`config.mk`:
```
export PLATFORM = sky130hd
export DESIGN_NAME = tree_parent_vector_reroot
export DESIGN_NICKNAME = d
export VERILOG_FILES = /design/src/tpvr_pkg.sv /design/src/tpvr_store.sv /design/src/tree_parent_vector_reroot.sv
export SDC_FILE = /design/constraint.sdc
export NUM_CORES = 1
export LEC_CHECK = 0
export BUFFER_PORTS_ARGS = -buffer_cell sky130_fd_sc_hd__buf_4
export CORE_MARGIN = 3
export CORE_UTILIZATION = 55
export CTS_CLUSTER_DIAMETER = 30
export DETAILED_ROUTE_END_ITERATION = 8
export GPL_ROUTABILITY_DRIVEN = 0
export PLACE_DENSITY = 0.79
export REMOVE_ABC_BUFFERS = 1
export SYNTH_ARGS = -nofsm -noshare
export SYNTH_HDL_FRONTEND = slang
export SYNTH_HIERARCHICAL = 1
export SYNTH_SLANG_ARGS = --single-unit
```
`constraint.sdc`:
```
create_clock -name i_clk -period 12.8 [get_ports i_clk]
set_clock_uncertainty 0.1 [all_clocks]
set_input_delay 0.64 -clock i_clk [delete_from_list [all_inputs] [get_ports i_clk]]
set_output_delay 0.64 -clock i_clk [all_outputs]
set_load 0.05 [all_outputs]
```
`src/tpvr_pkg.sv`:
```
// Shared types and constants for the tree parent-vector reroot block.
// No dependencies; used by tpvr_store and tree_parent_vector_reroot.
`default_nettype none

package tpvr_pkg;

    // Default tip capacity; the node store holds 2*MAX_TAXA-1 entries.
    localparam int MAX_TAXA_DEF = 32;

    localparam int TAXA_W  = 6;   // taxa_count register
    localparam int NODE_W  = 7;   // node count, up to 2*63-1
    localparam int IDX_W   = 6;   // node index field
    localparam int LINK_W  = 7;   // signed parent link
    localparam int ACT_W   = 2;
    localparam int STAT_W  = 2;
    localparam int PADDR_W = 3;
    localparam int PDATA_W = 32;

    localparam logic [TAXA_W-1:0] TAXA_RESET = 6'd32;
    localparam logic [TAXA_W-1:0] TAXA_MIN   = 6'd2;
    localparam logic [LINK_W-1:0] LINK_ROOT  = 7'h7F;   // -1, no parent

    // Word index of the taxa_count register on the configuration port.
    localparam logic REG_TAXA = 1'b0;

    typedef enum logic [ACT_W-1:0] {
        ACT_WRITE  = 2'd0,
        ACT_READ   = 2'd1,
        ACT_REBASE = 2'd2
    } t_action;

    typedef enum logic [STAT_W-1:0] {
        ST_OK    = 2'd0,
        ST_RANGE = 2'd1,
        ST_CYCLE = 2'd2
    } t_status;

    // Port enables of the node store.
    typedef struct packed {
        logic we;
        logic re;
    } t_store_ctl;

endpackage

`default_nettype wire

```
`src/tpvr_store.sv`:
```
// Parent-link store: one write port, one read port, registered read data.
// Depends on tpvr_pkg for link width and the port-enable struct.
`default_nettype none

module tpvr_store #(
    parameter int DEPTH = 2 * tpvr_pkg::MAX_TAXA_DEF - 1,
    parameter int AW    = $clog2(DEPTH)
) (
    input  wire                            i_clk,
    input  wire  tpvr_pkg::t_store_ctl     i_ctl,
    input  wire  [AW-1:0]                  i_waddr,
    input  wire  [tpvr_pkg::LINK_W-1:0]    i_wdata,
    input  wire  [AW-1:0]                  i_raddr,
    output logic [tpvr_pkg::LINK_W-1:0]    o_rdata
);

    logic [tpvr_pkg::LINK_W-1:0] mem [DEPTH];
    logic [tpvr_pkg::LINK_W-1:0] r_rdata;

    always_ff @(posedge i_clk) begin
        if (i_ctl.we) begin
            mem[i_waddr] <= i_wdata;
        end
    end

    // Hold the last read word until the next read.
    always_ff @(posedge i_clk) begin
        if (i_ctl.re) begin
            r_rdata <= mem[i_raddr];
        end
    end

    assign o_rdata = r_rdata;

endmodule

`default_nettype wire

```
`src/tree_parent_vector_reroot.sv`:
```
// Top level of the tree parent-vector reroot block: command sequencer and
// configuration port. Depends on tpvr_pkg and tpvr_store.
`default_nettype none

// A binary tree is kept as a table of parent links, one 7-bit signed entry per
// node, with a negative link marking the root. A command is a transfer taken
// when start is high and busy is low; it writes one link, reads one link,
// rebases the tree on a tip, or (unused action code) does nothing. Every
// command gives exactly one result, shown on o_read_parent/o_status for one
// cycle with o_done high; the receiver cannot stall, so it must take the
// result in that cycle. Sequence: write, unused action and out-of-range
// commands finish at the accepting edge (result in the next cycle); a read
// passes through the store's read register and then the result registers.
// A rebase ends after reading the tip's parent when the tip is a root or its
// link is out of range, and after the first walk step when the tip already
// hangs under the root. Otherwise it goes through accept, tip's parent,
// upward walk over the path nodes, link reversal, a scan of all n nodes in
// use for the root's other child, and the final link updates, with
// n = 2*taxa_count-1 (taxa_count clamped); a walk that finds a loop or an
// out-of-range link ends with ST_CYCLE or ST_RANGE. The steps run one after
// another on the store's single read port. After reset the store is cleared
// to "no parent" one entry a cycle, all 2*MAX_TAXA-1 entries, with busy high;
// configuration writes are taken throughout. Write taxa_count only while no command is in progress.
module tree_parent_vector_reroot #(
    parameter int MAX_TAXA = tpvr_pkg::MAX_TAXA_DEF
) (
    input  wire                                 i_clk,
    input  wire                                 i_rst_n,

    // command channel
    input  wire                                 start,
    output logic                                busy,
    input  wire         [tpvr_pkg::ACT_W-1:0]   i_action,
    input  wire         [tpvr_pkg::IDX_W-1:0]   i_node_index,
    input  wire  signed [tpvr_pkg::LINK_W-1:0]  i_parent_value,

    // result channel
    output logic                                o_done,
    output logic signed [tpvr_pkg::LINK_W-1:0]  o_read_parent,
    output logic        [tpvr_pkg::STAT_W-1:0]  o_status,

    // configuration port
    input  wire                                 psel,
    input  wire                                 penable,
    input  wire                                 pwrite,
    input  wire         [tpvr_pkg::PADDR_W-1:0] paddr,
    input  wire         [tpvr_pkg::PDATA_W-1:0] pwdata,
    output logic        [tpvr_pkg::PDATA_W-1:0] prdata,
    output logic                                pready
);

    localparam int DEPTH = 2 * MAX_TAXA - 1;
    localparam int AW    = $clog2(DEPTH);
    localparam int KW    = $clog2(DEPTH + 1);
    localparam int CMPW  = (KW > tpvr_pkg::NODE_W) ? KW : tpvr_pkg::NODE_W;

    typedef enum logic [3:0] {
        S_CLEAR,      // post-reset clearing pass
        S_IDLE,
        S_READ,       // read data for a read command
        S_TIP,        // tip's parent arrives
        S_WALK,       // climb to the root, one link a cycle
        S_REV,        // reverse the links along the path
        S_SCAN,       // find the root's other child
        S_FIX_NB,     // hang the other child on the last path node
        S_FIX_TIP,    // root becomes parent of the tip
        S_FIX_ANC     // root becomes parent of the tip's former parent
    } t_state;

    t_state                          r_state;
    logic [KW-1:0]                   r_k;        // clear / scan counter
    logic [KW-1:0]                   r_kp;       // node whose link is in r_rdata
    logic                            r_scan_v;
    logic [tpvr_pkg::IDX_W-1:0]      r_node;     // new base tip
    logic [tpvr_pkg::IDX_W-1:0]      r_stanc;    // tip's former parent
    logic [tpvr_pkg::IDX_W-1:0]      r_j;
    logic [tpvr_pkg::IDX_W-1:0]      r_i;
    logic [tpvr_pkg::IDX_W-1:0]      r_old;      // old root
    logic [AW-1:0]                   r_oldnb;
    logic                            r_have;
    logic [tpvr_pkg::NODE_W-1:0]     r_cnt;
    logic [tpvr_pkg::TAXA_W-1:0]     r_taxa;
    logic                            r_done;
    logic [tpvr_pkg::LINK_W-1:0]     r_rd;
    logic [tpvr_pkg::STAT_W-1:0]     r_status;

    tpvr_pkg::t_store_ctl            w_ctl;
    logic [AW-1:0]                   w_waddr;
    logic [AW-1:0]                   w_raddr;
    logic [tpvr_pkg::LINK_W-1:0]     w_wdata;
    logic [tpvr_pkg::LINK_W-1:0]     w_rdata;

    logic [tpvr_pkg::TAXA_W-1:0]     w_tips;
    logic [tpvr_pkg::NODE_W-1:0]     w_ncnt;
    logic                            w_accept;
    logic                            w_node_ok;
    logic                            w_act_used;
    logic                            w_rd_neg;
    logic                            w_rd_in;
    logic                            w_cnt_over;
    logic                            w_rd_is_old;
    logic                            w_scan_more;
    logic                            w_cfg_wr;

    // Node count in use: taxa_count clamped to [2, MAX_TAXA], times two minus one.
    always_comb begin
        if (r_taxa < tpvr_pkg::TAXA_MIN) begin
            w_tips = tpvr_pkg::TAXA_MIN;
        end else if (32'(r_taxa) > MAX_TAXA) begin
            w_tips = tpvr_pkg::TAXA_W'(MAX_TAXA);
        end else begin
            w_tips = r_taxa;
        end
    end
    assign w_ncnt = {w_tips, 1'b0} - tpvr_pkg::NODE_W'(1);

    assign w_accept    = start && (r_state == S_IDLE);
    assign w_node_ok   = {1'b0, i_node_index} < w_ncnt;
    // The unused action code skips the index check and reports ok.
    assign w_act_used  = (i_action == tpvr_pkg::ACT_WRITE)
                         || (i_action == tpvr_pkg::ACT_READ)
                         || (i_action == tpvr_pkg::ACT_REBASE);
    assign w_rd_neg    = w_rdata[tpvr_pkg::LINK_W-1];
    assign w_rd_in     = !w_rd_neg && (w_rdata < w_ncnt);
    assign w_cnt_over  = ({1'b0, r_cnt} + 8'd1) > {1'b0, w_ncnt};
    assign w_rd_is_old = (w_rdata == {1'b0, r_old});
    assign w_scan_more = CMPW'(r_k) < CMPW'(w_ncnt);
    assign w_cfg_wr    = psel && penable && pwrite && pready
                         && (paddr[2] == tpvr_pkg::REG_TAXA);

    // Store port control, decoded from the sequencer state.
    always_comb begin
        w_ctl   = '0;
        w_waddr = '0;
        w_wdata = '0;
        w_raddr = '0;
        unique case (r_state)
            S_CLEAR: begin
                w_ctl.we = 1'b1;
                w_waddr  = AW'(r_k);
                w_wdata  = tpvr_pkg::LINK_ROOT;
            end
            S_IDLE: begin
                if (w_accept && w_node_ok) begin
                    if (i_action == tpvr_pkg::ACT_WRITE) begin
                        w_ctl.we = 1'b1;
                        w_waddr  = AW'(i_node_index);
                        w_wdata  = i_parent_value;
                    end else if (i_action == tpvr_pkg::ACT_READ
                                 || i_action == tpvr_pkg::ACT_REBASE) begin
                        w_ctl.re = 1'b1;
                        w_raddr  = AW'(i_node_index);
                    end
                end
            end
            S_TIP: begin
                if (w_rd_in) begin
                    w_ctl.re = 1'b1;
                    w_raddr  = AW'(w_rdata[tpvr_pkg::IDX_W-1:0]);
                end
            end
            S_WALK: begin
                if (!w_cnt_over) begin
                    if (w_rd_in) begin
                        w_ctl.re = 1'b1;
                        w_raddr  = AW'(w_rdata[tpvr_pkg::IDX_W-1:0]);
                    end else if (w_rd_neg && (r_j != r_stanc)) begin
                        w_ctl.re = 1'b1;
                        w_raddr  = AW'(r_stanc);
                    end
                end
            end
            S_REV: begin
                w_ctl.we = 1'b1;
                w_waddr  = AW'(r_i);
                w_wdata  = {1'b0, r_j};
                if (!w_rd_is_old) begin
                    w_ctl.re = 1'b1;
                    w_raddr  = AW'(w_rdata[tpvr_pkg::IDX_W-1:0]);
                end
            end
            S_SCAN: begin
                if (w_scan_more) begin
                    w_ctl.re = 1'b1;
                    w_raddr  = AW'(r_k);
                end
            end
            S_FIX_NB: begin
                w_ctl.we = r_have;
                w_waddr  = r_oldnb;
                w_wdata  = {1'b0, r_j};
            end
            S_FIX_TIP: begin
                w_ctl.we = 1'b1;
                w_waddr  = AW'(r_node);
                w_wdata  = {1'b0, r_old};
            end
            S_FIX_ANC: begin
                w_ctl.we = 1'b1;
                w_waddr  = AW'(r_stanc);
                w_wdata  = {1'b0, r_old};
            end
            default: begin
                w_ctl = '0;
            end
        endcase
    end

    tpvr_store #(
        .DEPTH (DEPTH),
        .AW    (AW)
    ) u_store (
        .i_clk   (i_clk),
        .i_ctl   (w_ctl),
        .i_waddr (w_waddr),
        .i_wdata (w_wdata),
        .i_raddr (w_raddr),
        .o_rdata (w_rdata)
    );

    // Sequencer, result registers and configuration register.
    always_ff @(posedge i_clk) begin
        if (!i_rst_n) begin
            r_state  <= S_CLEAR;
            r_k      <= '0;
            r_scan_v <= 1'b0;
            r_have   <= 1'b0;
            r_taxa   <= tpvr_pkg::TAXA_RESET;
            r_done   <= 1'b0;
            r_status <= tpvr_pkg::ST_OK;
            r_rd     <= '0;
        end else begin
            r_done <= 1'b0;

            if (w_cfg_wr) begin
                r_taxa <= pwdata[tpvr_pkg::TAXA_W-1:0];
            end

            unique case (r_state)
                S_CLEAR: begin
                    r_k <= r_k + KW'(1);
                    if (r_k == KW'(DEPTH - 1)) begin
                        r_state <= S_IDLE;
                    end
                end
                S_IDLE: begin
                    if (w_accept) begin
                        r_node <= i_node_index;
                        r_rd   <= '0;
                        if (!w_node_ok && w_act_used) begin
                            r_done   <= 1'b1;
                            r_status <= tpvr_pkg::ST_RANGE;
                        end else begin
                            unique case (i_action)
                                tpvr_pkg::ACT_READ: begin
                                    r_state <= S_READ;
                                end
                                tpvr_pkg::ACT_REBASE: begin
                                    r_state <= S_TIP;
                                end
                                default: begin
                                    // write, or a code with no action
                                    r_done   <= 1'b1;
                                    r_status <= tpvr_pkg::ST_OK;
                                end
                            endcase
                        end
                    end
                end
                S_READ: begin
                    r_done   <= 1'b1;
                    r_status <= tpvr_pkg::ST_OK;
                    r_rd     <= w_rdata;
                    r_state  <= S_IDLE;
                end
                S_TIP: begin
                    priority if (w_rd_neg) begin
                        // tip is the root
                        r_done   <= 1'b1;
                        r_status <= tpvr_pkg::ST_OK;
                        r_state  <= S_IDLE;
                    end else if (!w_rd_in) begin
                        r_done   <= 1'b1;
                        r_status <= tpvr_pkg::ST_RANGE;
                        r_state  <= S_IDLE;
                    end else begin
                        r_stanc <= w_rdata[tpvr_pkg::IDX_W-1:0];
                        r_j     <= w_rdata[tpvr_pkg::IDX_W-1:0];
                        r_cnt   <= '0;
                        r_state <= S_WALK;
                    end
                end
                S_WALK: begin
                    // r_rdata holds the parent of r_j
                    priority if (w_cnt_over) begin
                        r_done   <= 1'b1;
                        r_status <= tpvr_pkg::ST_CYCLE;
                        r_state  <= S_IDLE;
                    end else if (w_rd_neg) begin
                        r_old <= r_j;
                        if (r_j == r_stanc) begin
                            // tip already hangs under the root
                            r_done   <= 1'b1;
                            r_status <= tpvr_pkg::ST_OK;
                            r_state  <= S_IDLE;
                        end else begin
                            r_i     <= r_stanc;
                            r_j     <= r_node;
                            r_state <= S_REV;
                        end
                    end else if (!w_rd_in) begin
                        r_done   <= 1'b1;
                        r_status <= tpvr_pkg::ST_RANGE;
                        r_state  <= S_IDLE;
                    end else begin
                        r_j   <= w_rdata[tpvr_pkg::IDX_W-1:0];
                        r_cnt <= r_cnt + tpvr_pkg::NODE_W'(1);
                    end
                end
                S_REV: begin
                    // r_rdata holds the old parent of r_i; the link is rewritten now
                    r_j <= r_i;
                    r_i <= w_rdata[tpvr_pkg::IDX_W-1:0];
                    if (w_rd_is_old) begin
                        r_k      <= '0;
                        r_scan_v <= 1'b0;
                        r_have   <= 1'b0;
                        r_state  <= S_SCAN;
                    end
                end
                S_SCAN: begin
                    // keep the highest-numbered child of the old root, tip excluded
                    if (r_scan_v && w_rd_is_old && (AW'(r_kp) != AW'(r_node))) begin
                        r_oldnb <= AW'(r_kp);
                        r_have  <= 1'b1;
                    end
                    r_scan_v <= w_scan_more;
                    if (w_scan_more) begin
                        r_kp <= r_k;
                        r_k  <= r_k + KW'(1);
                    end else begin
                        r_state <= S_FIX_NB;
                    end
                end
                S_FIX_NB: begin
                    r_state <= S_FIX_TIP;
                end
                S_FIX_TIP: begin
                    r_state <= S_FIX_ANC;
                end
                S_FIX_ANC: begin
                    r_done   <= 1'b1;
                    r_status <= tpvr_pkg::ST_OK;
                    r_state  <= S_IDLE;
                end
                default: begin
                    r_state <= S_IDLE;
                end
            endcase
        end
    end

    assign busy          = (r_state != S_IDLE);
    assign o_done        = r_done;
    assign o_read_parent = r_rd;
    assign o_status      = r_status;
    assign pready        = 1'b1;
    assign prdata        = (paddr[2] == tpvr_pkg::REG_TAXA)
                           ? {{(tpvr_pkg::PDATA_W - tpvr_pkg::TAXA_W){1'b0}}, r_taxa}
                           : '0;

endmodule

`default_nettype wire

```
== After elaboration in Yosys (flattened, before gate mapping) ==
Memories as Yosys holds them, arrays and structs flattened. A register that Yosys moved wholly into a read port is not among the register bits.
Index checks and enable logic that the tools add are counted.

* Logic and storage cells: 198
* Bits in writable memories: 441
* Bits of input ports: 56
* Output and inout port bits: 44
* Register bits after elaboration: 77
* Memories: 1

* Reduce and logical (&&, ||, !) cells: 43
* Muxes and demuxes: 89
* Equality and inequality tests: 36
* Bitwise operators: 3
* $add $sub $neg: 4
* $lt $le $gt $ge: 6

{| class="wikitable"
|+ Memory list
! memory !! depth !! width !! rd ports !! clocked after Yosys merged registers in !! wr ports !! RTL line !! source
|-
| u_store.mem || 63 || 7 || 1 || 1 || 1 || tpvr_store.sv:17 || <nowiki>logic [tpvr_pkg::LINK_W-1:0] mem [DEPTH];</nowiki>
|}

{| class="wikitable"
|+ Operators with widths
! kind !! number
|-
| 2-to-1 mux 6 bit || 24
|-
| 2-to-1 mux 7 bit || 8
|-
| case mux 6 bit (3 select lines) || 2
|-
| case mux 6 bit (6 select lines) || 1
|-
| 2-to-1 mux 4 bit || 8
|-
| case mux 4 bit (8 select lines) || 1
|-
| case mux 6 bit (5 select lines) || 1
|-
| case mux 7 bit (2 select lines) || 2
|-
| case mux 7 bit (4 select lines) || 1
|-
| != test 2 bit (second input constant) || 13
|-
| 2-to-1 mux 1 bit || 21
|-
| 2-to-1 mux 2 bit || 9
|-
| == test 4 x 3 -> 1 bit (second input constant) || 4
|-
| AND reduction 3 bit || 5
|-
| less-than comparator 6 x 7 -> 1 bit || 2
|-
| AND reduction 7 bit || 2
|-
| != test 6 bit || 2
|-
| case mux 6 bit (2 select lines) || 1
|-
| AND reduction 4 bit || 3
|-
| logical AND 1 bit || 10
|-
| AND reduction 5 bit || 2
|-
| 2-to-1 mux 3 bit || 3
|-
| adder 7 x 1 -> 8 bit (second input constant) || 1
|-
| == test 4 x 2 -> 1 bit (second input constant) || 2
|-
| 38 further kinds || 53
|}

== Depth between registers and ports, before layout ==
Gate-level depths: netlist of run 1.

* Word-level depth: 10
* Mapped depth: 23
* Mapped depth without buffers: 17

== Hierarchy ==
Netlist of run 1, hierarchy kept.

{| class="wikitable"
|+ Modules (own cells, without submodules)
! module !! instances !! area each (µm²) !! cells each !! seq. area each (µm²)
|-
| tpvr_store || 1 || 17516.8 || 850 || 13452.9
|-
| tree_parent_vector_reroot || 1 || 5063.6 || 542 || 2031.9
|}

== Least setup slack after synthesis of run 1 ==
Ideal clock, no wire load.

* Path type: register to register
* From: reg r_taxa[5] in the netlist's numbering
* To: reg u_store.r_rdata (netlist bit u_store/o_rdata[2]), read port of u_store.mem, data pin
* Library setup time: 0.259 ns
* Period minus slack after synthesis: 5.001 ns
* Cell stages (with the launch flop): 19
* Data required time: 12.441 ns
* Data arrival time: 4.642 ns
* Path slack: 7.799 ns
* Path buffers: 2
* Cell sequence: dfxtp_1 nand2b_1 or2_2 ha_1 xnor2_1 ha_1 a21oi_1 o21ai_0 maj3_1 a211oi_1 and2_1 buf_2 a222oi_1 nand3_1 buf_2 mux4_2 a2111oi_1 nor4_1 a211o_1

* Longest elaborated chain between the ends: 9
* Elaborated cells between the ends (all ways): 23
* Classes of those cells: add/sub: 1; order compare: 6; mux: 14; reduce/logical: 2

{| class="wikitable"
|+ RTL lines
! element !! RTL line !! source
|-
| start: declaration || tree_parent_vector_reroot.sv:82 || <nowiki>logic [tpvr_pkg::TAXA_W-1:0] r_taxa;</nowiki>
|-
| start signal: assignment || tree_parent_vector_reroot.sv:228 || <nowiki>r_taxa <= tpvr_pkg::TAXA_RESET;</nowiki>
|-
| start signal: assignment || tree_parent_vector_reroot.sv:236 || <nowiki>r_taxa <= pwdata[tpvr_pkg::TAXA_W-1:0];</nowiki>
|-
| greater-than comparator 6 bit || tree_parent_vector_reroot.sv:109 || <nowiki>end else if (32'(r_taxa) > MAX_TAXA) begin</nowiki>
|-
| 2-to-1 mux 6 bit || tree_parent_vector_reroot.sv:109 ||
|-
| 2-to-1 mux 6 bit (*) || tree_parent_vector_reroot.sv:107 || <nowiki>if (r_taxa < tpvr_pkg::TAXA_MIN) begin</nowiki>
|-
| subtractor 7 x 1 -> 7 bit (*) || tree_parent_vector_reroot.sv:115 || <nowiki>assign w_ncnt = {w_tips, 1'b0} - tpvr_pkg::NODE_W'(1);</nowiki>
|-
| less-than comparator 7 bit || tree_parent_vector_reroot.sv:124 || <nowiki>assign w_rd_in = !w_rd_neg && (w_rdata < w_ncnt);</nowiki>
|-
| logical AND 1 bit || tree_parent_vector_reroot.sv:124 ||
|-
| 2-to-1 mux 6 bit || tree_parent_vector_reroot.sv:164 || <nowiki>if (w_rd_in) begin</nowiki>
|-
| 2-to-1 mux 6 bit || tree_parent_vector_reroot.sv:163 || <nowiki>if (!w_cnt_over) begin</nowiki>
|-
| case mux 6 bit (5 select lines) (*) || tree_parent_vector_reroot.sv:137 || <nowiki>unique case (r_state)</nowiki>
|-
| net w_raddr[0] || tree_parent_vector_reroot.sv:89 || <nowiki>logic [AW-1:0] w_raddr;</nowiki>
|-
| end: declaration || tpvr_store.sv:18 || <nowiki>logic [tpvr_pkg::LINK_W-1:0] r_rdata;</nowiki>
|}

The timed path passes the listed nets; every way through them passes the cells marked *.
A chain may end at the register's enable or synchronous reset.

== Worst setup path after layout of run 1 ==
* From: reg r_taxa[5] in the netlist's numbering
* To: reg u_store.r_rdata (netlist bit u_store/o_rdata[4]), read port of u_store.mem, data pin

The elaborated chain is that of the path after synthesis.

==> results of run 1 <==
==> synth_stat cells, types with 5 or more instances <==
cell type  count  area, sq um
nand3_1       28        140.1
nor3_1        19        95.09
a22oi_1       24        180.2
clkbuf_1      43        161.4
nor2_1        96        360.4
a22o_1        12        105.1
nand2_1       84        315.3
buf_6         10        112.6
a21o_1         5        37.54
and3_1        12        75.07
or3_1          6        37.54
nor2b_1       33        206.5
o21ai_0       25        125.1
ha_1          20        250.2
mux2_2         6        67.56
buf_2         20        100.1
and2_1         9        56.30
xor2_1        14        122.6
nand2b_1      15        93.84
edfxtp_1     497        14920
dfxtp_1       28        560.5
o311ai_1       5        43.79
o221ai_1       9        78.83
o22ai_1       12        75.07
a221o_1       10        100.1
buf_4         31        232.7
a211oi_1      16        120.1
inv_1         12        45.04
xnor2_1       14        122.6
a21oi_1       41        205.2
mux2i_1       39        390.4
o21ai_1        7        35.03
mux4_2        98         2207
o31a_1         5        43.79
or2_2          5        31.28
==> state kept, by name, summed over array words and instances (netlist names) <==
signal           cells
u_store/mem        441
o_read_parent        7
r_cnt                7
u_store/o_rdata      7
r_i                  6
r_j                  6
r_k                  6
r_kp                 6
r_node               6
r_old                6
r_oldnb              6
r_stanc              6
r_taxa               6
r_state              4
o_status             2
o_done               1
r_have               1
r_scan_v             1
==> cells in the final DEF, fill, tap and decap left out, types with 16 or more instances in the layout <==
cell type,count
ha_1,20
nor2_1,96
conb_1,27
a211oi_1,16
a21oi_1,41
clkbuf_16,98
nand2_1,84
mux2i_1,39
nor3_1,18
edfxtp_1,497
nor2b_1,33
buf_4,58
dfxtp_1,28
mux4_2,98
nand3_1,27
o21ai_0,25
a22oi_1,24
==> stage by stage <==
stage	hold slack [ps]	power [mW]	setup WS [ps]	util, %	std cells
6_report	171.9	4.806	5362	65.88	2070
5_1_grt	161.6	4.927	4933	65.88	2070
4_1_cts	148.4	4.825	5376	65.88	2070
3_5_place_dp	357.9	2.296	5414	57.71	1893
3_3_place_gp	345.2	2.283	5509	57.71	1893
2_1_floorplan	328.0	2.183	1845	-	1310
==> report_power, final <==
part / switching (mW) / internal [mW]
Combinational: 0.218 / 0.0671
Sequential: 0.0179 / 1.97
Clock: 0.880 / 1.65
==> cell families after synthesis <==
group	Yosys count	synth area share (%)
AOI/OAI and AO/OA	218	7.071
DFF	525	68.58
muxes	143	11.80
and+or+nand+nor	334	7.198
adders and majority gates	23	1.241
xor gates and xnor gates	28	1.086
buffers and inverters	119	2.992
other	2	0.03326
==> layer usage <==
| layer | global-route usage (%) | share of wire (%) | vias up |
|---|---|---|---|
| met2 | 39.13 | 48 | 957 |
| li1 | - | - | 5655 |
| met1 | 33.87 | 37 | 6597 |
| met5 | 0 | 0 | - |
| met4 | 11.22 | 4.4 | 0 |
| met3 | 6.155 | 11 | 178 |
==> worst max-delay path by stage <==
stage / slack, ps / endpoint
final: 5360 / u_store/o_rdata[4]
after CTS: 5380 / u_store/o_rdata[4]
after global placement: 5510 / u_store/o_rdata[3]
after floorplan: 1840 / u_store/o_rdata[2]
after global routing: 4930 / u_store/o_rdata[4]
after detailed placement: 5410 / u_store/o_rdata[3]
==> cell type report <==
type / instances / area (sq um) / area share (%)
clock buffers: 102 / 2467 / 9.319
clock inverters: 75 / 819.5 / 3.095
inverters: 12 / 45.04 / 0.1701
multi-input cells: 773 / 6569 / 24.81
flip-flops and latches: 525 / 15480 / 58.48
well taps: 525 / 656.9 / 2.481
repair buffers: 58 / 435.4 / 1.644
==> results.json, run 1 <==
{
  "max_cap_viol_count": 0,
  "dpl-instance-area_sq_um": 23190,
  "ys_seq_area_share_pct": 68.58,
  "ant_nets": 0,
  "holdCritPathClass": "input pin to flop",
  "slowest_delay_ps": 760,
  "holdCritStartpoint": "i_node_index[0]",
  "post_cts_buffers": 0,
  "final_nets": 1540,
  "numCtsBuffers": 94,
  "clockBufferDepth": 3,
  "synthesis.area_sq_um": 22580,
  "critical_path.startpoint": "r_taxa[5]",
  "grt.total_usage_pct": 25.03,
  "slowest_stage": "a2111oi_0",
  "yosysWarnings": 6,
  "first_pass_iters": 8,
  "slew_violations": 0,
  "clock_sinks": 525,
  "die_w_um": 208.6,
  "rsz0062_at_grt": "false",
  "cp.required_ps": 13010,
  "ctsResizeCount": 0,
  "period_share_pct": 58.11,
  "rows": 73,
  "grt-ovfl-total": 0,
  "io_buffers": 44,
  "rr_endpoint": "u_store/o_rdata[4]",
  "synthToLayoutAreaGrowth_pct": 17.26,
  "power_leakage_nw": 8.572,
  "critical_path_buf_inv_count": 2,
  "synth_edf_count": 497,
  "ys_seq_elements": 525,
  "hold_viol_final": 0,
  "crit_arrival_ps": 7650,
  "cts_root_buf": "clkbuf_16",
  "timing.fmax_mhz": 134.4,
  "n_antenna_cell": 0,
  "powerDensity_nw_per_um2": 181.5,
  "drc": 0,
  "die_h_um": 208.6,
  "antenna_found_initial": 0,
  "worstSetupEndpointType": "flop",
  "r2r_setup_slack_ps": 5360,
  "htree_levels": 3,
  "clock_latency_ps": 600,
  "core_area_sq_um": 40190,
  "cp.depth": 19,
  "syn_inst": 1392,
  "cts_hold_buf": 0,
  "worstSetupStartpointType": "flop",
  "drtIter0Drc": 1820,
  "period_needed_ps": 7438,
  "critPathKind": "flop to flop",
  "hpwl_mm": 30.76,
  "cp_top_family": "compound AO/OA/AOI/OAI gates",
  "ir_drop_uv": 106.0,
  "synth_cell_types": 80,
  "n_fill_cell": 2554,
  "reg2reg_from": "r_taxa[5]",
  "clkTransAtPathRegs_ps": 50,
  "ff2ff_path_depth": 19,
  "synthArstFlopShare_pct": 0,
  "start_util_pct": 56.19,
  "grt_max_degree": 64,
  "stdcell_area_sq_um": 26480,
  "cp_max_fo": 28,
  "die-area_sq_um": 43520,
  "holdPathStages": 1,
  "path_cells": "nand2b_1 -> or2_2 -> ha_1 -> xnor2_1 -> ha_1 -> a21oi_1 -> o21ai_0 -> maj3_1 -> a211oi_1 -> and2_1 -> a222oi_1 -> nand3_4 -> buf_4 -> buf_4 -> mux4_2 -> mux2i_1 -> nor2_1 -> a2111oi_0 -> o41ai_1",
  "slew_headroom_pct": 11.25,
  "wl_per_cell_um": 26.41,
  "holdPathEnd": "r_node[0]",
  "synthFlopType": "edfxtp_1",
  "syn_avg_cell_area_sq_um": 16.22,
  "viasPerCell": 6.467,
  "tightest_slew_ps": 1329,
  "grt_pass1_vias": 13557,
  "vias": 13387,
  "setup_tns_ps": 0,
  "ioPinCount": 100,
  "wirelength_mm": 54.66,
  "grt_pass1_wl_mm": 83.13,
  "setup_viol": 0,
  "status": "finished clean",
  "drive_gt1_share_pct": 22.91,
  "cts_tree": "done"
}
Power figures use the tool's default switching activity.
==> run 2, diff against run 1 <==
clock period = 7.2 ns   (was 12.8 ns; I/O delays follow)
==> results.json, run 2 (synthesis results as in run 1) <==
{
  "status": "finished clean",
  "start_util_pct": 56.19,
  "holdPathStages": 4,
  "dpl-instance-area_sq_um": 23290,
  "holdCritPathClass": "input pin to flop",
  "worstSetupEndpointType": "flop",
  "largest_register": "u_store/mem",
  "regArea_sq_um": 15480,
  "power_mw": 8.729,
  "powerDensity_nw_per_um2": 325.1,
  "final_cell_mix": "edfxtp_1, mux4_2, nor2_1, clkbuf_16, nand2_1",
  "clock_sinks": 525,
  "slowest_delay_ps": 600,
  "hpwl_mm": 30.83,
  "n_antenna_cell": 0,
  "die-area_sq_um": 43520,
  "numCtsBuffers": 96,
  "hold_viol_final": 0,
  "die_w_um": 208.6,
  "ctsResizeCount": 0,
  "stdcell_area_sq_um": 26850,
  "grt-ovfl-total": 0,
  "post_cts_buffers": 0,
  "ir_drop_uv": 202.8,
  "cts_tree": "done",
  "rsz0062_at_grt": "false",
  "layout_commonest_cell": "edfxtp_1",
  "cp_max_fo": 50,
  "ioPinCount": 100,
  "wirelength_mm": 56.07,
  "max_cap_viol_count": 0,
  "cts_root_buf": "clkbuf_16",
  "worstSetupStartpointType": "flop",
  "layout_setup_ws_ps": 702.2,
  "io_buffers": 44,
  "grt.total_usage_pct": 25.94,
  "ff2ff_path_depth": 18,
  "first_pass_iters": 6,
  "htree_levels": 3,
  "slew_violations": 0,
  "grt_max_degree": 64,
  "timing.fmax_mhz": 153.9,
  "core_area_sq_um": 40190,
  "slowest_stage": "a221o_4",
  "cts_hold_buf": 14,
  "setup_viol": 0,
  "crit_arrival_ps": 6760,
  "drive_gt1_share_pct": 23.04,
  "period_needed_ps": 6498,
  "die_h_um": 208.6,
  "multi_input_area_sq_um": 6569,
  "grt_pass1_vias": 13987,
  "grt_pass1_wl_mm": 85.89,
  "vias": 13613,
  "cp.required_ps": 7460,
  "path_cells": "nand2b_1 -> or2_2 -> ha_1 -> xnor2_1 -> ha_1 -> a21oi_1 -> o21ai_0 -> maj3_1 -> a211oi_1 -> and2_1 -> a22o_1 -> a221o_4 -> buf_4 -> buf_4 -> mux4_2 -> nor2b_1 -> a211oi_1 -> o41ai_1",
  "n_fill_cell": 2456,
  "tightest_slew_ps": 1375,
  "dpl_worst_slack_ps": 772.6,
  "drtIter0Drc": 2109,
  "clock_latency_ps": 640,
  "viasPerCell": 6.507,
  "final_nets": 1562,
  "synthToLayoutAreaGrowth_pct": 18.89,
  "wl_per_cell_um": 26.80,
  "clockBufferDepth": 3,
  "period_share_pct": 90.25,
  "power_leakage_nw": 8.723,
  "hold_ws_ps": 213.9,
  "drc": 0,
  "rows": 73,
  "slew_headroom_pct": 8.314,
  "largest_register_ffs": 441,
  "clkTransAtPathRegs_ps": 50,
  "ant_nets": 0,
  "antenna_found_initial": 0,
  "critPathKind": "flop to flop"
}
==> run 2: cell count changes in the layout (fill, tap and decap cells not counted), sizes merged <==
cell and delta:
buf +6, bufinv +3, dlygate4sd3 +14, clkbuf +1, inv -1, clkinvlp -1
==> run 2: worst paths after layout <==
| check | from | to | slack [ps] |
|---|---|---|---|
| setup / recovery | r_taxa[5] | u_store/o_rdata[3] | 700 |
| hold / removal | start | o_read_parent[4] | 210 |
| setup reg to reg | r_taxa[5] | u_store/o_rdata[3] | 700 |
| hold reg to reg | o_read_parent[4] | o_read_parent[4] | 370 |
==> run 2: per-stage QoR <==
step / util, % / instances / setup TNS, ps
floorplan: - / 1310 / -25160
global placement: 57.94 / 1899 / 0
detailed placement: 57.94 / 1899 / 0
CTS: 66.80 / 2092 / 0
global route: 66.80 / 2092 / 0
finish: 66.80 / 2092 / 0
==> run 2: routing by layer <==
metal	part of all wire [%]	GRT usage, %
met2	48	41.06
met1	37	35.13
met5	0	0
met3	11	5.585
met4	4.5	11.76
==> run 2: worst max-delay path: cells and delay by family (launching register included) <==
family	cells	cell delay (ps)
AOI/OAI and AO/OA	7	2170
and+or+nand+nor	4	1090
adders and majority gates	3	1030
buffers and inverters	2	720
xor gates and xnor gates	1	400
DFF	1	390
muxes	1	330
==> run 2: where the power goes <==
| part | switching [mW] | internal (mW) |
|---|---|---|
| Sequential | 0.0330 | 3.50 |
| Clock | 1.64 | 3.04 |
| Combinational | 0.387 | 0.126 |
==> run 2: final cells by class <==
cell class / instances / area share, %
multi-input cells: 773 / 24.47
clock inverters: 76 / 3.691
well taps: 525 / 2.447
repair buffers: 78 / 2.498
flip-flops and latches: 525 / 57.68
inverters: 12 / 0.1678
clock buffers: 103 / 9.046
